File: config.mk
export PLATFORM = sky130hd
export DESIGN_NAME = tga_pixel_stream_decoder_core
export DESIGN_NICKNAME = d
export VERILOG_FILES = /design/src/design/tga_pkg.sv /design/src/design/tga_pixel_stream_decoder_core.sv
export SDC_FILE = /design/constraint.sdc
export NUM_CORES = 1
export LEC_CHECK = 0
export ABC_AREA = 0
export BUFFER_PORTS_ARGS = -buffer_cell sky130_fd_sc_hd__buf_2
export CORE_MARGIN = 1.5
export CORE_UTILIZATION = 42
export CTS_CLUSTER_SIZE = 16
export DETAILED_ROUTE_END_ITERATION = 8
export PLACE_DENSITY_LB_ADDON = 0.12
export REMOVE_ABC_BUFFERS = 1
export SKIP_CTS_REPAIR_TIMING = 1
export SLEW_MARGIN = 15
export SYNTH_ARGS = -nofsm -noshare
export SYNTH_HDL_FRONTEND = slang
export SYNTH_SLANG_ARGS = --single-unit
File: constraint.sdc
create_clock -name clk -period 14.27 [get_ports clk]
set_input_delay 1.427 -clock clk [delete_from_list [all_inputs] [get_ports clk]]
set_output_delay 1.427 -clock clk [all_outputs]
set_load 0.02 [all_outputs]
File: src/design/tga_pkg.sv
// tga_pkg: shared types, constants and pixel conversion functions for the
// tga pixel stream decoder; no dependencies
package tga_pkg;

  // size and position widths
  localparam int MAX_DIMENSION = 4096;
  localparam int DIM_W         = 13;
  localparam int POS_W         = 12;
  localparam int LEN_W         = 8;
  localparam int AREA_W        = 25;
  localparam int CFG_IDX_W     = 3;
  localparam int DIV_STEPS     = DIM_W;
  localparam int DIV_CNT_W     = 4;

  // configuration register indexes
  typedef enum logic [CFG_IDX_W-1:0] {
    REG_PIXEL_SIZE_MODE = 3'd0,
    REG_RLE_ENABLE      = 3'd1,
    REG_ALPHA_ENABLE    = 3'd2,
    REG_ALPHA_BIT_COUNT = 3'd3,
    REG_IMAGE_WIDTH     = 3'd4,
    REG_IMAGE_HEIGHT    = 3'd5,
    REG_FLIP_ROWS       = 3'd6
  } cfg_reg_t;

  // pixel size codes
  typedef enum logic [1:0] {
    PIX_GRAY8  = 2'd0,
    PIX_RGB16  = 2'd1,
    PIX_RGB24  = 2'd2,
    PIX_RGBA32 = 2'd3
  } pix_mode_t;

  localparam logic [7:0] ALPHA_OPAQUE = 8'hff;

  // saturate a size register into 1..MAX_DIMENSION
  function automatic logic [DIM_W-1:0] clamp_dim(input logic [DIM_W-1:0] v);
    logic [DIM_W-1:0] r;
    if (v == '0) begin
      r = DIM_W'(1);
    end else if (v > DIM_W'(MAX_DIMENSION)) begin
      r = DIM_W'(MAX_DIMENSION);
    end else begin
      r = v;
    end
    return r;
  endfunction

  // replicate the low n alpha bits from the top down, n in 1..7
  function automatic logic [7:0] widen_alpha(input logic [7:0] a, input logic [3:0] n);
    logic [7:0] r;
    int         j;
    r = a;
    for (int k = 1; k < 8; k++) begin
      if (n == 4'(k)) begin
        // walk the pattern bits downward, wrapping back to the top one
        j = k - 1;
        for (int i = 0; i < 8; i++) begin
          r[7-i] = a[j];
          j = (j == 0) ? k - 1 : j - 1;
        end
      end
    end
    return r;
  endfunction

  // assembled pixel word to argb
  function automatic logic [31:0] make_argb(input pix_mode_t mode, input logic alpha_en,
                                            input logic [3:0] alpha_bits,
                                            input logic [31:0] px);
    logic [31:0] r;
    logic [7:0]  a;
    a = ALPHA_OPAQUE;
    case (mode)
      PIX_GRAY8: begin
        r = {ALPHA_OPAQUE, px[7:0], px[7:0], px[7:0]};
      end
      PIX_RGB16: begin
        if (alpha_en && px[15]) a = 8'h00;
        r = {a, px[14:10], px[14:12], px[9:5], px[9:7], px[4:0], px[4:2]};
      end
      PIX_RGB24: begin
        r = {ALPHA_OPAQUE, px[23:0]};
      end
      PIX_RGBA32: begin
        if (alpha_en) a = widen_alpha(px[31:24], alpha_bits);
        r = {a, px[23:0]};
      end
      default: begin
        r = {ALPHA_OPAQUE, px[23:0]};
      end
    endcase
    return r;
  endfunction

endpackage

File: src/design/tga_pixel_stream_decoder_core.sv
// tga_pixel_stream_decoder_core: decodes the tga pixel-data byte stream into
// argb runs with destination position; depends on tga_pkg
//
// output: a result enters the output register in the cycle after the byte that completes it
// throughput: one byte per cycle while the output is not stalled; a run whose end lies two
// or more rows past its start (only with narrow images) holds the input while the restoring
// row/column divider works out the new position
// reset: synchronous, clears decoder and packet state and loads register defaults
module tga_pixel_stream_decoder_core (
  input  logic                        clk,
  input  logic                        rst,
  // input byte channel
  input  logic                        in_valid,
  output logic                        in_stall,
  input  logic [7:0]                  data_byte,
  input  logic                        image_start,
  // result channel
  output logic                        out_valid,
  input  logic                        out_stall,
  output logic [31:0]                 pixel_argb,
  output logic [tga_pkg::POS_W-1:0]   dest_row,
  output logic [tga_pkg::POS_W-1:0]   dest_column,
  output logic [tga_pkg::LEN_W-1:0]   run_length,
  output logic                        image_done,
  // configuration write channel
  input  logic                        cfg_valid,
  output logic                        cfg_ready,
  input  logic [tga_pkg::CFG_IDX_W-1:0] cfg_index,
  input  logic [tga_pkg::DIM_W-1:0]   cfg_data
);
  import tga_pkg::*;

  // configuration registers
  pix_mode_t        pixel_size_mode;
  logic             rle_enable;
  logic             alpha_enable;
  logic [3:0]       alpha_bit_count;
  logic [DIM_W-1:0] image_width;
  logic [DIM_W-1:0] image_height;
  logic             flip_rows;

  // decoder state
  logic [23:0]      byte_gather, byte_gather_next;
  logic [1:0]       byte_in_pixel, byte_in_pixel_next;
  logic             expect_packet_byte, expect_packet_byte_next;
  logic             packet_is_repeat, packet_is_repeat_next;
  logic [LEN_W-1:0] packet_pixels_left, packet_pixels_left_next;
  logic [POS_W-1:0] file_row, file_row_next;
  logic [POS_W-1:0] file_column, file_column_next;
  logic             image_complete, image_complete_next;

  // divider state
  logic                 div_busy;
  logic [DIV_CNT_W-1:0] div_count;
  logic [DIM_W-1:0]     div_num;
  logic [DIM_W-1:0]     div_den;
  logic [DIM_W-1:0]     div_rem;
  logic [DIM_W-1:0]     div_quo;

  // combinational results
  logic             in_accept;
  logic             res_valid;
  logic [31:0]      res_argb;
  logic [POS_W-1:0] res_row;
  logic [POS_W-1:0] res_column;
  logic [LEN_W-1:0] res_len;
  logic             res_done;
  logic             div_start;
  logic [DIM_W-1:0] div_start_num;

  logic [DIM_W-1:0]  w_eff, h_eff;
  logic [DIM_W-1:0]  rows_below;
  logic [AREA_W-1:0] area_below;
  logic [AREA_W-1:0] remaining;
  logic [31:0]       px;
  logic [LEN_W-1:0]  len_raw;
  logic [DIM_W-1:0]  run_end;
  logic [DIM_W-1:0]  run_end_wrap;
  logic [DIM_W-1:0]  flipped_row;

  logic [DIM_W:0]    div_trial;
  logic [DIM_W:0]    div_shift;
  logic [DIM_W-1:0]  div_rem_next;
  logic [DIM_W-1:0]  div_quo_next;

  assign w_eff = clamp_dim(image_width);
  assign h_eff = clamp_dim(image_height);

  // handshakes
  assign cfg_ready = 1'b1;
  assign in_stall  = div_busy | (out_valid & out_stall);
  assign in_accept = in_valid & ~in_stall;

  // configuration writes
  always_ff @(posedge clk) begin
    if (rst) begin
      pixel_size_mode <= PIX_RGBA32;
      rle_enable      <= 1'b0;
      alpha_enable    <= 1'b0;
      alpha_bit_count <= 4'd8;
      image_width     <= DIM_W'(1);
      image_height    <= DIM_W'(1);
      flip_rows       <= 1'b1;
    end else if (cfg_valid && cfg_ready) begin
      case (cfg_reg_t'(cfg_index))
        REG_PIXEL_SIZE_MODE: pixel_size_mode <= pix_mode_t'(cfg_data[1:0]);
        REG_RLE_ENABLE:      rle_enable      <= cfg_data[0];
        REG_ALPHA_ENABLE:    alpha_enable    <= cfg_data[0];
        REG_ALPHA_BIT_COUNT: alpha_bit_count <= cfg_data[3:0];
        REG_IMAGE_WIDTH:     image_width     <= cfg_data;
        REG_IMAGE_HEIGHT:    image_height    <= cfg_data;
        REG_FLIP_ROWS:       flip_rows       <= cfg_data[0];
        default: ;
      endcase
    end
  end

  // area left below the current row, from the start-cleared position
  always_comb begin
    logic [POS_W-1:0] row_cur;
    logic [POS_W-1:0] col_cur;
    row_cur     = image_start ? '0 : file_row;
    col_cur     = image_start ? '0 : file_column;
    rows_below  = h_eff - {1'b0, row_cur} - DIM_W'(1);
    area_below  = {{(AREA_W-POS_W){1'b0}}, rows_below[POS_W-1:0]}
                * {{(AREA_W-DIM_W){1'b0}}, w_eff};
    remaining   = area_below + {{(AREA_W-DIM_W){1'b0}}, w_eff - {1'b0, col_cur}};
    flipped_row = h_eff - {1'b0, row_cur} - DIM_W'(1);
  end

  // byte decode: packet headers, pixel assembly, run placement
  always_comb begin
    byte_gather_next        = byte_gather;
    byte_in_pixel_next      = byte_in_pixel;
    expect_packet_byte_next = expect_packet_byte;
    packet_is_repeat_next   = packet_is_repeat;
    packet_pixels_left_next = packet_pixels_left;
    file_row_next           = file_row;
    file_column_next        = file_column;
    image_complete_next     = image_complete;
    if (image_start) begin
      byte_gather_next        = '0;
      byte_in_pixel_next      = '0;
      expect_packet_byte_next = 1'b1;
      packet_is_repeat_next   = 1'b0;
      packet_pixels_left_next = '0;
      file_row_next           = '0;
      file_column_next        = '0;
      image_complete_next     = 1'b0;
    end

    res_valid     = 1'b0;
    res_argb      = '0;
    res_row       = '0;
    res_column    = '0;
    res_len       = '0;
    res_done      = 1'b0;
    div_start     = 1'b0;
    div_start_num = '0;
    px            = '0;
    len_raw       = LEN_W'(1);
    run_end       = '0;
    run_end_wrap  = '0;

    if (!image_complete_next) begin
      if ({1'b0, file_row_next} >= h_eff || {1'b0, file_column_next} >= w_eff) begin
        // position left the image after a size change
        image_complete_next = 1'b1;
      end else if (rle_enable && (expect_packet_byte_next || packet_pixels_left_next == '0)) begin
        // packet header byte
        packet_is_repeat_next   = data_byte[7];
        packet_pixels_left_next = {1'b0, data_byte[6:0]} + LEN_W'(1);
        expect_packet_byte_next = 1'b0;
        byte_gather_next        = '0;
        byte_in_pixel_next      = '0;
      end else if (byte_in_pixel_next < pixel_size_mode) begin
        // gather a pixel byte
        case (byte_in_pixel_next)
          2'd0:    byte_gather_next[7:0]   = byte_gather_next[7:0]   | data_byte;
          2'd1:    byte_gather_next[15:8]  = byte_gather_next[15:8]  | data_byte;
          2'd2:    byte_gather_next[23:16] = byte_gather_next[23:16] | data_byte;
          default: ;
        endcase
        byte_in_pixel_next = byte_in_pixel_next + 2'd1;
      end else begin
        // last byte of a pixel
        case (pixel_size_mode)
          PIX_GRAY8:  px = {24'd0, data_byte};
          PIX_RGB16:  px = {16'd0, data_byte, byte_gather_next[7:0]};
          PIX_RGB24:  px = {8'd0, data_byte, byte_gather_next[15:0]};
          PIX_RGBA32: px = {data_byte, byte_gather_next[23:0]};
          default:    px = {data_byte, byte_gather_next[23:0]};
        endcase
        byte_gather_next   = '0;
        byte_in_pixel_next = '0;

        if (rle_enable) begin
          if (packet_is_repeat_next) begin
            len_raw                 = packet_pixels_left_next;
            packet_pixels_left_next = '0;
          end else begin
            packet_pixels_left_next = packet_pixels_left_next - LEN_W'(1);
          end
          if (packet_pixels_left_next == '0) expect_packet_byte_next = 1'b1;
        end

        // clip to the rest of the image
        res_len = len_raw;
        if ({{(AREA_W-LEN_W){1'b0}}, len_raw} > remaining) res_len = remaining[LEN_W-1:0];
        res_done   = ({{(AREA_W-LEN_W){1'b0}}, res_len} == remaining);
        res_valid  = 1'b1;
        res_argb   = make_argb(pixel_size_mode, alpha_enable, alpha_bit_count, px);
        res_row    = flip_rows ? flipped_row[POS_W-1:0] : file_row_next;
        res_column = file_column_next;

        // advance the position
        run_end      = {1'b0, file_column_next} + {{(DIM_W-LEN_W){1'b0}}, res_len};
        run_end_wrap = run_end - w_eff;
        if (res_done) begin
          image_complete_next = 1'b1;
          file_row_next       = h_eff[POS_W-1:0] - POS_W'(1);
          file_column_next    = w_eff[POS_W-1:0] - POS_W'(1);
        end else if (run_end < w_eff) begin
          file_column_next = run_end[POS_W-1:0];
        end else if (run_end_wrap < w_eff) begin
          file_row_next    = file_row_next + POS_W'(1);
          file_column_next = run_end_wrap[POS_W-1:0];
        end else begin
          div_start     = 1'b1;
          div_start_num = run_end;
        end
      end
    end
  end

  // restoring divider step for runs that cross several rows
  always_comb begin
    div_shift = {div_rem, div_num[DIM_W-1]};
    div_trial = div_shift - {1'b0, div_den};
    if (div_shift >= {1'b0, div_den}) begin
      div_rem_next = div_trial[DIM_W-1:0];
      div_quo_next = {div_quo[DIM_W-2:0], 1'b1};
    end else begin
      div_rem_next = div_shift[DIM_W-1:0];
      div_quo_next = {div_quo[DIM_W-2:0], 1'b0};
    end
  end

  // decoder state and divider registers
  always_ff @(posedge clk) begin
    if (rst) begin
      byte_gather        <= '0;
      byte_in_pixel      <= '0;
      expect_packet_byte <= 1'b1;
      packet_is_repeat   <= 1'b0;
      packet_pixels_left <= '0;
      file_row           <= '0;
      file_column        <= '0;
      image_complete     <= 1'b0;
      div_busy           <= 1'b0;
      div_count          <= '0;
    end else if (in_accept) begin
      byte_gather        <= byte_gather_next;
      byte_in_pixel      <= byte_in_pixel_next;
      expect_packet_byte <= expect_packet_byte_next;
      packet_is_repeat   <= packet_is_repeat_next;
      packet_pixels_left <= packet_pixels_left_next;
      file_row           <= file_row_next;
      file_column        <= file_column_next;
      image_complete     <= image_complete_next;
      if (div_start) begin
        div_busy  <= 1'b1;
        div_count <= DIV_CNT_W'(DIV_STEPS - 1);
      end
    end else if (div_busy) begin
      div_count <= div_count - DIV_CNT_W'(1);
      if (div_count == '0) begin
        div_busy    <= 1'b0;
        file_row    <= file_row + div_quo_next[POS_W-1:0];
        file_column <= div_rem_next[POS_W-1:0];
      end
    end
  end

  // divider datapath
  always_ff @(posedge clk) begin
    if (in_accept && div_start) begin
      div_num <= div_start_num;
      div_den <= w_eff;
      div_rem <= '0;
      div_quo <= '0;
    end else if (div_busy) begin
      div_num <= {div_num[DIM_W-2:0], 1'b0};
      div_rem <= div_rem_next;
      div_quo <= div_quo_next;
    end
  end

  // output register control
  always_ff @(posedge clk) begin
    if (rst) begin
      out_valid <= 1'b0;
    end else if (in_accept && res_valid) begin
      out_valid <= 1'b1;
    end else if (!out_stall) begin
      out_valid <= 1'b0;
    end
  end

  // output register payload
  always_ff @(posedge clk) begin
    if (in_accept && res_valid) begin
      pixel_argb  <= res_argb;
      dest_row    <= res_row;
      dest_column <= res_column;
      run_length  <= res_len;
      image_done  <= res_done;
    end
  end

endmodule

==> results.md <==
* Fin. max-slew vios at 0
* CTS clock-pin slew for the worst setup and hold paths at ~60 ps
* CP max FO at 8
* CTS tree: built
* RSZ-0062 raised after global routing: true
* Critical path depth at 62
* Final GP Congestion at around 0.93
* Rows at between 80 and 90
* Die height at between 200 and 250 µm
* Share of layout cells above drive strength 1 at 19.1%
* Arr. time, crit path at 14120 ps
* Yosys warns at 0
* Crit. End Element: flip-flop
* Initial antenna violation count at 0
* Post-synth top cells: 364 x nand2_1, 277 x inv_1, 264 x nor2_1, 200 x a21oi_1, 181 x ha_1
* Core Util, Final at approximately half
* Area of the multi-input gates at about 0.015 mm²
* #FFs+latches synth at approximately 220
* Syn Inst Count at 2581
* Final min period at 13820 ps
* Later-pin clock latency in the skew report at between 500 and 600 ps
* Reg2reg end: div_num[11]
* Remaining global-route overflow at 0
* Global-route wire length before repair at 107000 µm
* Initial core utilization at 42.7%
* Cell Area, Synth at approximately 0.021 mm²
* Area growth syn-to-layout at 21.0%
* Antenna cell count at 0
* Crit-path slowest cell: fa_1
* CTS sink cnt at 217
* Fill cell count at 4788
* Core ar. at just under 0.05 mm²
* Pwr Density at 87.5 mW/mm²
* Post-synth top area share at a little over an eighth
* DP Worst Slack at -716 ps
* Syn Area/Cell at approximately 8 µm²
* Routed wire per std cell at 19.8 µm
* Reg2Reg Depth at between 60 and 70
* Rel. slew slack at between 20% and 30%
* Leak at approximately 11 nW
* Asr flop ratio synth at 0%
* Total power at approximately 2.2 mW
* Worst ir drop on vdd at 0.0000771 V
* Hpwl dp at around 55000 µm
* Top_reg_cell synth: dfxtp_1
* Number of global-route vias before repair at 19200
* Total wire length at approximately 70000 µm
* Die footprint at just over 0.05 mm²
* Die Width at roughly 230 µm
* HP Start: flip_rows
* Via density at roughly 5.6
* Tot GR Track Use at between 20 and 30%
* # setup viols final at 0
* Largest net degree at the start of global routing at 75
* Kind of cell adding the most delay to the critical path: adder cells
* Most common cell in the netlist: nand2_1
* Register Area at 0.00526 mm²
* Starting DRT DRC Count at 1595
* Fin. Hold Viols at 0
* Nets@finish at ~3200
* Via count at between 15000 and 20000
* Crit Reg-Reg Startpoint: image_height[10]
* Most common cell on crit path: inv_2
* Yosys top cell by area: edfxtp_1
* DRC errors left at 0
* Setup ws final at between 400 and 500 ps
* Register area share after synthesis at ~25%
* CTS Buffer Depth at 3
* Root buffer cell: clkbuf_16
* Antenna-violating nets left at 0
* Max-cap violation count at 0
* Kind of critical path: input pin to flip-flop
* R2R setup slack at 640 ps
* Final Cycle Share at between 90% and 100%
* Number of flops mapped to enable cells by yosys at just over 90
* Startpoint class of the critical path: input pin
* I/O Pins at 98
* Slowest cell delay on critical path at between 500 and 600 ps
* Outcome: finished, final reports clean
* H-tree lvl count at 1
* Critical Path End: div_num[11]
* CP Launch Point: image_start
* IO buf count at 96
* Fmax at between 0.07 and 0.08 GHz
* Total CTS buffers at 26
* Top post-synthesis cells by area: edfxtp_1 13%, fa_1 12%, dfxtp_1 12%, ha_1 11%, nand2_1 6.5%
* Slew at the pin closest to its max-slew limit at between 1000 and 1500 ps
* DR pass1 iterations at 6
* Buf/Inv on CP at 12
* Worst EP required at 14570 ps
* Distinct cell type count after synthesis at between 90 and 100
* Worst Hold Class: flip-flop to flip-flop
* Min Hold Slack at 468 ps
* Final clock skew at 33.9 ps
## placed cells by master, fill, tap and decap left out, drive strengths merged, types with 28 or more instances in the layout
master,instances
mux2i,42
buf,387
edfxtp,91
nor2,266
xor2,30
fa,128
dfxtp,126
clkbuf,36
ha,181
a21o,28
xnor2,76
a22oi,31
and2,45
nand3,39
a21oi,202
nand2,365
inv,279
a211oi,32
nor3,50
o21ai,91
## layer usage
layer  vias to the layer above  GRT usage, %  share of wire, %
met5                         -             0                 0
met4                         0          9.01               3.5
met3                       118          3.06               5.9
met2                       612          41.2                44
met1                      9600          39.3                47
li1                       9403             -                 -
## registers in the layout, indices dropped and copies added (netlist names), 2 cells and up
name                count
dest_column            12
file_row               12
image_width            13
alpha_bit_count         4
div_num                13
packet_pixels_left      8
image_height           13
pixel_argb             32
run_length              8
div_count               4
div_rem                13
pixel_size_mode         2
file_column            12
byte_in_pixel           2
div_quo                11
div_den                13
byte_gather            24
dest_row               12
## how the worst min path moves through the flow
stage / depth (start not counted) / slack, ps / end
after floorplan: 2 / 440 / image_width[4]
after global placement: 1 / 450 / flip_rows
after detailed placement: 1 / 460 / flip_rows
after CTS: 1 / 470 / flip_rows
after global routing: 1 / 490 / flip_rows
final: 1 / 470 / flip_rows
## layout make-up
cell class | instances | share of cell area (%)
Multi-Input combinational cell | 1953 | 57.5
Tap cell | 664 | 3.28
Inverter | 281 | 4.24
Clock buffer | 35 | 2.96
Timing Repair Buffer | 388 | 10.8
Clock inverter | 13 | 0.429
Sequential cell | 217 | 20.7
## through the flow
step | instances | setup TNS (ps) | cell area, µm²
after floorplan | 2451 | -68510 | 20400
after global placement | 3480 | -24480 | 23800
after detailed placement | 3480 | -46290 | 23800
after CTS | 3528 | -11680 | 24700
after global routing | 3551 | -3440 | 25400
final | 3551 | 0 | 25400
## logic make-up after synthesis
kind of cell	share of synthesized area (%)
AND/OR/NAND/NOR	19.5
multiplexers	2.38
buffers and inverters	7.69
adder cells (fa/ha/maj)	23.0
flip-flops	25.1
other	0.0179
XOR/XNOR	4.43
AO/OA/AOI/OAI	17.9
## power breakdown
group | internal [mW] | switching [mW] | total [mW]
Sequential | 0.662 | 0.0194 | 0.682
Clock | 0.389 | 0.281 | 0.670
Combinational | 0.384 | 0.485 | 0.868
Note: power is estimated with default switching activity, not from simulation.
